===== src/rtl/tssm_pkg.sv =====
`timescale 1ns / 1ps
// ----------------------------------------------------------------------------
// tssm_pkg
// Shared types, codes and helpers of the transfer step statistics monitor.
// ----------------------------------------------------------------------------
package tssm_pkg;

  // Field widths fixed by the item formats.
  localparam int OP_W      = 3;
  localparam int HANDLE_W  = 5;
  localparam int CHAN_W    = 8;
  localparam int PID_W     = 22;
  localparam int TS_W      = 64;
  localparam int BYTES_W   = 32;
  localparam int SEL_W     = 3;
  localparam int CTR_W     = 64;
  localparam int CFG_IDX_W = 1;
  localparam int CFG_W     = 22;

  // Default pool and channel sizes.
  localparam int DEF_OP_SLOTS   = 16;
  localparam int DEF_STEP_SLOTS = 32;
  localparam int DEF_CHANNELS   = 32;

  // Configuration register indexes.
  localparam logic [CFG_IDX_W-1:0] CFG_ENABLE  = 1'd0;
  localparam logic [CFG_IDX_W-1:0] CFG_OWN_PID = 1'd1;

  // Event codes.
  typedef enum logic [OP_W-1:0] {
    OP_START_OP     = 3'd0,
    OP_START_STEP   = 3'd1,
    OP_ADD_BYTES    = 3'd2,
    OP_STOP_OP      = 3'd3,
    OP_STOP_STEP    = 3'd4,
    OP_READ_COUNTER = 3'd5
  } op_e;

  // Controller states.
  typedef enum logic [1:0] {
    ST_CLEAR,
    ST_IDLE,
    ST_LOOKUP,
    ST_UPDATE
  } state_e;

  // Input item.
  typedef struct packed {
    logic [OP_W-1:0]     op;
    logic [HANDLE_W-1:0] handle;
    logic                handle_present;
    logic [CHAN_W-1:0]   channel;
    logic                is_send;
    logic [PID_W-1:0]    event_process_id;
    logic [TS_W-1:0]     timestamp_ns;
    logic [BYTES_W-1:0]  byte_count;
    logic [SEL_W-1:0]    counter_select;
  } req_t;

  // Result item.
  typedef struct packed {
    logic [HANDLE_W-1:0] issued_handle;
    logic                issued_valid;
    logic [CTR_W-1:0]    read_value;
  } rsp_t;

  // One channel-direction row of the counter memory.
  typedef struct packed {
    logic [CTR_W-1:0] dur_max;
    logic [CTR_W-1:0] dur_sum;
    logic [CTR_W-1:0] byte_sum;
    logic [CTR_W-1:0] cnt;
  } ctr_row_t;

  // Commands from the controller to the datapath.
  typedef struct packed {
    logic load;
    logic clear_en;
    logic lookup_fin;
    logic update_fin;
  } cmd_t;

  // Status from the datapath to the controller.
  typedef struct packed {
    logic clear_last;
    logic needs_update;
    logic out_free;
  } stat_t;

  // Lowest set bit of a map, with a found flag in the top bit.
  function automatic logic [HANDLE_W:0] lowest_set(input logic [31:0] map);
    logic [HANDLE_W:0] r;
    r = '0;
    for (int i = 31; i >= 0; i--) begin
      if (map[i]) begin
        r = {1'b1, HANDLE_W'(i)};
      end
    end
    return r;
  endfunction

endpackage


===== src/rtl/tssm_ctrl.sv =====
`timescale 1ns / 1ps
// ----------------------------------------------------------------------------
// tssm_ctrl
// Sequencer: counter clearing after reset, item accept, lookup and update.
// ----------------------------------------------------------------------------
module tssm_ctrl (
  input  logic            clk,
  input  logic            rst,
  input  logic            req_valid,
  output logic            req_stall,
  input  tssm_pkg::stat_t stat,
  output tssm_pkg::cmd_t  cmd
);
  import tssm_pkg::*;

  state_e state;
  state_e state_next;

  // State register.
  always_ff @(posedge clk) begin
    if (rst) begin
      state <= ST_CLEAR;
    end else begin
      state <= state_next;
    end
  end

  // Next state and commands.
  always_comb begin
    state_next = state;
    cmd        = '0;
    req_stall  = 1'b1;
    case (state)
      ST_CLEAR: begin
        cmd.clear_en = 1'b1;
        if (stat.clear_last) begin
          state_next = ST_IDLE;
        end
      end
      ST_IDLE: begin
        req_stall = 1'b0;
        if (req_valid) begin
          cmd.load   = 1'b1;
          state_next = ST_LOOKUP;
        end
      end
      ST_LOOKUP: begin
        // A counting stop goes on to the update state, where the duration is ready.
        if (stat.needs_update) begin
          state_next = ST_UPDATE;
        end else if (stat.out_free) begin
          cmd.lookup_fin = 1'b1;
          state_next     = ST_IDLE;
        end
      end
      ST_UPDATE: begin
        if (stat.out_free) begin
          cmd.update_fin = 1'b1;
          state_next     = ST_IDLE;
        end
      end
      default: begin
        state_next = ST_CLEAR;
      end
    endcase
  end

endmodule


===== config.mk =====
export PLATFORM = sky130hd
export DESIGN_NAME = tssm_ctrl
export DESIGN_NICKNAME = d
export VERILOG_FILES = /design/src/rtl/tssm_pkg.sv /design/src/rtl/tssm_ctrl.sv
export SDC_FILE = /design/constraint.sdc
export NUM_CORES = 1
export LEC_CHECK = 0
export BUFFER_PORTS_ARGS = -buffer_cell sky130_fd_sc_hd__buf_2
export CAP_MARGIN = 20
export CORE_AREA = 2 2 39 41
export DETAILED_ROUTE_END_ITERATION = 12
export DIE_AREA = 0 0 41 43
export GPL_ROUTABILITY_DRIVEN = 0
export HOLD_SLACK_MARGIN = 0.02
export PLACE_DENSITY = 0.39
export SYNTH_ARGS = -nofsm -noshare
export SYNTH_HDL_FRONTEND = slang
export SYNTH_SLANG_ARGS = --single-unit

===== constraint.sdc =====
create_clock -name clk -period 3.17 [get_ports clk]
set_clock_uncertainty 0.2 [all_clocks]
set_input_delay 0.317 -clock clk [delete_from_list [all_inputs] [get_ports clk]]
set_output_delay 0.317 -clock clk [all_outputs]
set_load 0.02 [all_outputs]

==> metrics.md, run 1 <==
| Metric | Value |
|---|---|
| Port Buffers | 10 |
| # DRC | 0 |
| Root buf cell | clkbuf_4 |
| Final ANT Viol Nets | 0 |
| Biggest regs | state x2 |
| Net count after synthesis | 23 |
| Cell count along the critical path | 3 |
| Min-Delay Path Class | in2reg |
| Sequential element share of the synthesized area | 31.4% |
| Slowest Stage Delay on Critical Path | 0.41 ns |
| Top post-synthesis cells by area | dfxtp_1, nand2b_1, a311oi_1 |
| Tcrit/Tclk final | 49.2% |
| #FFs+latches synth | 2 |
| Top Family by Delay on Critical Path | flip-flops |
| Worst path required time | 2.65 ns |
| Syn avg cell area | 7.51 µm² |
| Max reg flops | 2 |
| DR iter-0 viols | 3 |
| Initial Util | 9.22% |
| Vias | 172 |
| Pleak | 0.000102 µW |
| Initial antenna violation count | 0 |
| Hold Path Cell Cnt | 2 |
| Worst Setup Path Type | reg2out |
| Cts hold-fix bufs | 0 |
| CTS tree | done |
| Worst reg-to-reg path cell count | 2 |
| Reg with most FFs | state |
| Clock latency on the worst-skew pair | 0.23 ns |
| Share of cells above drive strength 1 | 44.8% |
| Fin util | 15.6% |
| CTS buffer count | 3 |
| Post-synth EDFFs | 0 |
| Row cnt | 14 |
| VDD IR max | 0.151 mV |
| Rel. slew slack | 83.3% |
| CTS clk-pin slew, worst paths | 0.03 ns |
| Yosys cell types | 11 |
| Most common library cells after synthesis | nand2b_1, a311oi_1, and3_1, dfxtp_1, nand2_1 |
| Placed cell count | 42 |
| First drt pass iteration count | 5 |
| DPL Wire Length | 292 µm |
| Final setup viols | 0 |
| Synth warn | 0 |
| Clk sinks | 2 |
| Synthesized instance count | 17 |
| Total Wirelength | 405 µm |
| Max-cap violations | 0 |
| CTS max path bufs | 2 |
| Crit start category | flip-flop |
| Global route overflow | 0 |
| Area leader, netlist | dfxtp_1 |
| Main synth FF type | dfxtp_1 |
| Fin crit period | 1.56 ns |
| Final Non-Filler Cells | 45 |
| H-tree Lvls | 1 |
| Setup tns final | 0 ns |
| Pwr Total | 112 µW |
| Post-DR vias/cell | 3.82 |
| Nets | 37 |
| RSZ-0062 raised after global routing | false |
| Largest net degree at the start of global routing | 11 |
| Die Y-Extent | 43 µm |
| P&R area growth vs syn | 68.6% |
| # resized after CTS | 0 |
| Crit-path slowest cell | dfxtp_1 |
| DIE WIDTH | 41 µm |
| Setup crit end kind | output pin |
| N_diodes | 0 |
| Status | finished, final reports clean |
| Synthesized area | 128 µm² |
| Hold slack | 0.0847 ns |
| Top-count cell post-synth | nand2b_1 |
| Final hold viol count | 0 |
| Final-report max-slew violation count | 0 |
| # IOs | 11 |
| Ys async rst share | 0% |
| Slew @ Worst Pin | 0.247 ns |
| Post-CTS setup buffer count | 0 |
| CP bufs+invs | 2 |
| Crit path cell chain | inv_1 > and3_1 > buf_2 |
| Die area | 1760 µm² |
| GRT Resource Usage Total | 6.51% |
| Post-DR wirelength/cell | 9.00 µm |
| Core Region | 1380 µm² |
| Vias in the first global route | 150 |
| Fmax | 641 MHz |
| Share of the synthesized area in the top cell type | 31.4% |
| WP data arrival | 1.04 ns |
| Power per cell area | 522 nW/µm² |
| First-pass GRT wire length | 669 µm |
| Crit Path Max Fanout | 7 |
[kinds of logic (layout without fill, tap and decap cells)]
family / Yosys count / in the layout / share of synthesized area (%)
compound gates: 3 / 3 / 17.6
buf+inv: 2 / 14 / 6.86
flops: 2 / 2 / 31.4
simple gates: 10 / 10 / 44.1
[final timing paths]
check                               from       end  slack, ns
worst max-delay path            state[1]    cmd[3]       1.61
worst min-delay path                 rst  state[1]       0.08
worst max register to register  state[0]  state[0]       2.04
worst min register to register  state[1]  state[1]       0.38
[final cells by class]
cell class / count / area [µm²]
inverters: 1 / 3.75
flip-flops and latches: 2 / 40.0
repair buffers: 10 / 50.0
well taps: 16 / 20.0
clock buffers: 3 / 22.5
fillers: 156 / 1170
multi-input cells: 13 / 78.8
[metrics by stage]
stage	worst slack, ns	cell area, µm²
2_1_floorplan	1.72	128
3_3_place_gp	1.84	193
3_5_place_dp	1.84	193
4_1_cts	1.60	215
5_1_grt	1.52	215
6_report	1.61	215
[routing by layer]
layer / wire length [µm] / part of all wire [%] / global-route usage, %
met5: 0 / 0 / 0
met4: 0 / 0 / 6.00
met3: 64 / 16 / 6.81
met2: 115 / 28 / 4.06
met1: 225 / 56 / 9.58
[layout by cell type (no fill, tap or decap)]
cell,count
inv_1,1
clkbuf_4,3
a21oi_1,1
a311oi_1,2
buf_2,10
nor4b_1,1
nand2b_1,3
dfxtp_1,2
nor3_1,1
and3_1,2
nand2_1,2
nor2_1,1
[power by group]
part / switching, µW / internal (µW)
logic: 13.0 / 9.89
registers: 4.18 / 27.7
clock network: 15.7 / 41.9
total: 32.9 / 79.4
[worst reg2reg max path, cell delays in order, from the launching register on]
cell and delay (ns):
dfxtp_1 0.46, nand2b_1 0.09, a311oi_1 0.28
Note: power is estimated with default switching activity, not from simulation.
==> inputs of run 2 (changes only) <==
==> constraint.sdc (replaced) <==
create_clock -name clk -period 1.6 [get_ports clk]
set_clock_uncertainty 0.2 [all_clocks]
set_input_delay 0.16 -clock clk [delete_from_list [all_inputs] [get_ports clk]]
set_output_delay 0.16 -clock clk [all_outputs]
set_load 0.02 [all_outputs]
==> metrics.md, run 2 (synthesis gave the netlist of run 1 again) <==
| Metric | Value |
|---|---|
| Port Buffers | 10 (unchanged) |
| Most common cell after layout, fill and taps aside | buf_2 (unchanged) |
| Pleak | 0.000114 µW (was 0.000102 µW) |
| Initial Util | 9.22% (unchanged) |
| RSZ-0062 raised after global routing | false (unchanged) |
| Core Region | 1380 µm² (unchanged) |
| Reg with most FFs | state (unchanged) |
| Crit Path Max Fanout | 4 (was 7) |
| Setup tns final | 0 ns (unchanged) |
| First drt pass iteration count | 4 (was 5) |
| Root buf cell | clkbuf_4 (unchanged) |
| N_diodes | 0 (unchanged) |
| DPL Wire Length | 298 µm (was 292 µm) |
| Global route overflow | 0 (unchanged) |
| Max-cap violations | 0 (unchanged) |
| Slew @ Worst Pin | 0.266 ns (was 0.247 ns) |
| VDD IR max | 0.303 mV (was 0.151 mV) |
| DP Area | 193 µm² (unchanged) |
| Post-DR vias/cell | 3.54 (was 3.82) |
| Nets | 40 (was 37) |
| Final setup viols | 0 (unchanged) |
| Final-report max-slew violation count | 0 (unchanged) |
| Die Y-Extent | 43 µm (unchanged) |
| DR iter-0 viols | 9 (was 3) |
| Max reg flops | 2 (unchanged) |
| H-tree Lvls | 1 (unchanged) |
| Final hold viol count | 0 (unchanged) |
| Total Wirelength | 409 µm (was 405 µm) |
| Post-DR wirelength/cell | 8.52 µm (was 9.00 µm) |
| CTS clk-pin slew, worst paths | 0.03 ns (about the same) |
| Share of cells above drive strength 1 | 40.6% (was 44.8%) |
| WP data arrival | 1.17 ns (was 1.04 ns) |
| Crit start category | input port (was flip-flop) |
| Initial antenna violation count | 0 (unchanged) |
| Final ANT Viol Nets | 0 (unchanged) |
| Tcrit/Tclk final | 95.9% |
| P&R area growth vs syn | 92.2% (was 68.6%) |
| DIE WIDTH | 41 µm (unchanged) |
| Fin util | 17.7% (was 15.6%) |
| Fin crit period | 1.53 ns |
| GR Util met1 | 8.95% (was 9.58%) |
| Fin area | 245 µm² (was 215 µm²) |
| Biggest regs | state x2 (unchanged) |
| Final Non-Filler Cells | 48 (was 45) |
| Placed cell count | 42 (unchanged) |
| Power per cell area | 927 nW/µm² (was 522 nW/µm²) |
| Worst setup margin | 0.0652 ns (was 1.61 ns) |
| Worst path required time | 1.24 ns (was 2.65 ns) |
| First-pass GRT wire length | 552 µm (was 669 µm) |
| Status | finished, final reports clean (unchanged) |
| Worst Setup Path Type | in2out (was reg2out) |
| # resized after CTS | 0 (unchanged) |
| CTS tree | done (unchanged) |
| Fmax | 652 MHz |
| CTS max path bufs | 2 (unchanged) |
| GRT Resource Usage Total | 5.61% (was 6.51%) |
| CTS buffer count | 3 (unchanged) |
| # DRC | 0 (unchanged) |
| Vias in the first global route | 138 (was 150) |
| Clk sinks | 2 (unchanged) |
| Vias | 170 (was 172) |
| Most frequent cells in the layout | buf_2, nand2b_1, clkbuf_4, dlygate4sd3_1 (was buf_2, nand2b_1, clkbuf_4) |
| M2 GR Usage | 3.13% (was 4.06%) |
| Row cnt | 14 (unchanged) |
| Slack of the worst reg-to-reg path | 0.44 ns (was 2.04 ns) |
| # IOs | 11 (unchanged) |
| Largest net degree at the start of global routing | 11 (unchanged) |
| Setup crit end kind | output pin (unchanged) |
| Min-Delay Path Class | in2reg (unchanged) |
| Met3 usage | 1.57% (was 6.81%) |
| Most Used Layer, Global Route | met4 (was met1) |
| Clock latency on the worst-skew pair | 0.22 ns (was 0.23 ns) |
| Place WS | 0.442 ns (was 1.84 ns) |
| Die area | 1760 µm² (unchanged) |
| Rel. slew slack | 82.1% (was 83.3%) |
## run 2: cell types whose count changed in the layout (fill, tap and decap cells not counted), sizes merged
cell,delta
dlygate4sd3,+3
## run 2: what timing repair did
item,4_1_cts,5_1_grt
hold buffers,3,0
buffers inserted,0,0
hold endpoints to repair,2,0
setup endpoints to repair,0,0
## run 2: layout make-up
class                           instances  area (µm²)
Multi-Input combinational cell         13        78.8
Timing Repair Buffer                   13        80.1
Fill cell                             146        1140
Clock buffer                            3        22.5
Sequential cell                         2        40.0
Tap cell                               16        20.0
Inverter                                1        3.75
## run 2: critical path, stage by stage
cell	delay, ns
dlygate4sd3_1	0.52
buf_2	0.13
nand2_1	0.06
nor3_1	0.12
buf_2	0.19
## run 2: power breakdown
group	switching [µW]	leakage, µW	total [µW]	internal (µW)
registers	8.32	0.0000165	63.1	54.8
logic	26.7	0.0000841	51.0	24.3
clock network	30.4	0.0000138	113	82.9
## run 2: layer usage
| layer | vias up | wire [µm] |
|---|---|---|
| li1 | 92 | - |
| met4 | 0 | 14 |
| met2 | 13 | 105 |
| met3 | 2 | 57 |
| met5 | - | 0 |
| met1 | 63 | 231 |
## run 2: path summary, 6_finish.rpt
| path | startpoint | to | depth (start not counted) |
|---|---|---|---|
| worst max-delay path | stat[0] | cmd[1] | 5 |
| worst min-delay path | stat[1] | state[1] | 3 |
| worst max register to register | state[0] | state[1] | 2 |
| worst min register to register | state[1] | state[1] | 2 |
## run 2: stage by stage
step | power (µW) | hold WS (ns)
after CTS | 235 | 0.0461
after global routing | 240 | 0.0638
after detailed placement | 109 | 0.148
after floorplan | 90.4 | 0.0321
final | 227 | 0.0623
after global placement | 110 | 0.158
==> inputs of run 3 (changes only) <==
--- a/config.mk
+++ b/config.mk
@@ -8,11 +8,13 @@
 export BUFFER_PORTS_ARGS = -buffer_cell sky130_fd_sc_hd__buf_2
 export CAP_MARGIN = 20
 export CORE_AREA = 2 2 39 41
+export CTS_CLUSTER_SIZE = 30
 export DETAILED_ROUTE_END_ITERATION = 12
 export DIE_AREA = 0 0 41 43
 export GPL_ROUTABILITY_DRIVEN = 0
 export HOLD_SLACK_MARGIN = 0.02
 export PLACE_DENSITY = 0.39
+export REMOVE_ABC_BUFFERS = 1
 export SYNTH_ARGS = -nofsm -noshare
 export SYNTH_HDL_FRONTEND = slang
 export SYNTH_SLANG_ARGS = --single-unit
==> metrics.md, run 3 (synthesis gave the netlist of run 1 again) <==
| Metric | Value |
|---|---|
| # IOs | 11 (unchanged) |
| Row cnt | 14 (unchanged) |
| VDD IR max | 0.354 mV (was 0.303 mV) |
| Most frequent cells in the layout | buf_2, nand2b_1, clkbuf_4 (was buf_2, nand2b_1, clkbuf_4, dlygate4sd3_1) |
| CTS max path bufs | 2 (unchanged) |
| P&R area growth vs syn | 88.2% (was 92.2%) |
| Max layer used | met3 (was met4) |
| Reg with most FFs | state (unchanged) |
| Min-Delay Path Class | in2reg (unchanged) |
| Multi-input combinational cell area | 83.8 µm² (was 78.8 µm²) |
| Clk sinks | 2 (unchanged) |
| Status | finished, final reports clean (unchanged) |
| Root buf cell | clkbuf_4 (unchanged) |
| Setup crit end kind | output pin (unchanged) |
| Global route overflow | 0 (unchanged) |
| Placed cell count | 42 (unchanged) |
| First drt pass iteration count | 4 (unchanged) |
| Die Y-Extent | 43 µm (unchanged) |
| Max reg flops | 2 (unchanged) |
| Tcrit/Tclk final | 95.2% (was 95.9%) |
| First-pass GRT wire length | 648 µm (was 552 µm) |
| Fillers | 158 (was 146) |
| Slew @ Worst Pin | 0.298 ns (was 0.266 ns) |
| Initial antenna violation count | 0 (unchanged) |
| RSZ-0062 raised after global routing | false (unchanged) |
| Routed met3 length | 77 µm (was 57 µm) |
| Crit start category | input port (unchanged) |
| Vias in the first global route | 162 (was 138) |
| H-tree Lvls | 1 (unchanged) |
| Rel. slew slack | 80.1% (was 82.1%) |
| Core Region | 1380 µm² (unchanged) |
| WP data arrival | 1.16 ns (was 1.17 ns) |
| Setup tns final | 0 ns (unchanged) |
| Nets | 39 (was 40) |
| Worst path required time | 1.24 ns (about the same) |
| Biggest regs | state x2 (unchanged) |
| Final Non-Filler Cells | 47 (was 48) |
| Fmax | 657 MHz (was 652 MHz) |
| Storage cell area | 40.0 µm² (unchanged) |
| DIE WIDTH | 41 µm (unchanged) |
| Largest net degree at the start of global routing | 11 (unchanged) |
| Port Buffers | 10 (unchanged) |
| Total Wirelength | 467 µm (was 409 µm) |
| Final ANT Viol Nets | 0 (unchanged) |
| Die area | 1760 µm² (unchanged) |
| Pleak | 0.000112 µW (was 0.000114 µW) |
| Initial Util | 9.22% (unchanged) |
| Share of cells above drive strength 1 | 45.2% (was 40.6%) |
| CTS buffer count | 3 (unchanged) |
| Post-DR wirelength/cell | 9.94 µm (was 8.52 µm) |
| Metal2 WL | 167 µm (was 105 µm) |
| Met1 wire length | 222 µm (was 231 µm) |
| Vias | 179 (was 170) |
| Worst setup margin | 0.0770 ns (was 0.0652 ns) |
| Power per cell area | 940 nW/µm² (was 927 nW/µm²) |
| Worst Setup Path Type | in2out (unchanged) |
| Fin crit period | 1.52 ns (was 1.53 ns) |
| Final-report max-slew violation count | 0 (unchanged) |
| # DRC | 0 (unchanged) |
| Place WS | 0.439 ns (was 0.442 ns) |
| DR iter-0 viols | 5 (was 9) |
| Crit Path Max Fanout | 4 (unchanged) |
| Final setup viols | 0 (unchanged) |
| Most common cell after layout, fill and taps aside | buf_2 (unchanged) |
| Max-cap violations | 0 (unchanged) |
| N_diodes | 0 (unchanged) |
| GRT Resource Usage Total | 6.01% (was 5.61%) |
| Final hold viol count | 0 (unchanged) |
| CTS clk-pin slew, worst paths | 0.03 ns (about the same) |
| Post-DR vias/cell | 3.81 (was 3.54) |
| Clock latency on the worst-skew pair | 0.22 ns (about the same) |
| CTS tree | done (unchanged) |
==> run 3: metal layers <==
metal | global-route usage [%] | vias to the layer above
met5 | 0 | -
met4 | 8.00 | 0
met3 | 2.09 | 0
met2 | 5.31 | 16
met1 | 8.63 | 74
li1 | - | 89
==> run 3: layout make-up <==
cell class / instances / area share (%)
clock buffer: 3 / 9.38
timing repair buffer: 12 / 29.2
sequential: 2 / 16.7
multi-input combinational: 13 / 34.9
inverter: 1 / 1.56
tap: 16 / 8.33
==> run 3: worst paths after layout <==
kind	start	end	slack (ns)	cells after the start
setup / recovery	stat[0]	cmd[1]	0.08	5
hold / removal	stat[2]	state[0]	0.04	3
setup reg to reg	state[0]	state[0]	0.45	2
hold reg to reg	state[1]	state[1]	0.38	1
==> run 3: what timing repair did <==
item,4_1_cts,5_1_grt
resized for setup,0,1
setup endpoints to repair,0,1
endpoints found under the hold margin,2,0
setup buffers,0,0
hold buffers,2,0
==> run 3: stage by stage <==
| step | power, µW | util (%) | area (µm²) | hold WS (ns) |
|---|---|---|---|---|
| 3_5_place_dp | 110 | 13.9 | 193 | 0.156 |
| 4_1_cts | 234 | 17.0 | 235 | 0.0403 |
| 5_1_grt | 239 | 17.4 | 240 | 0.0615 |
| 2_1_floorplan | 88.4 | - | 123 | 0.0321 |
| 3_3_place_gp | 110 | 13.9 | 193 | 0.158 |
| 6_report | 226 | 17.4 | 240 | 0.0441 |
==> run 3: critical path, cell delays in order <==
cell,delay (ns)
dlygate4sd3_1,0.52
buf_2,0.14
nand2_1,0.07
nor3_2,0.10
buf_2,0.18
==> run 3: power by group <==
part           total [µW]  internal [µW]  switching, µW
sequential           63.9           54.8           9.08
clock                 111           82.7           28.7
combinational        50.4           22.9           27.5
total                 226            160           65.3
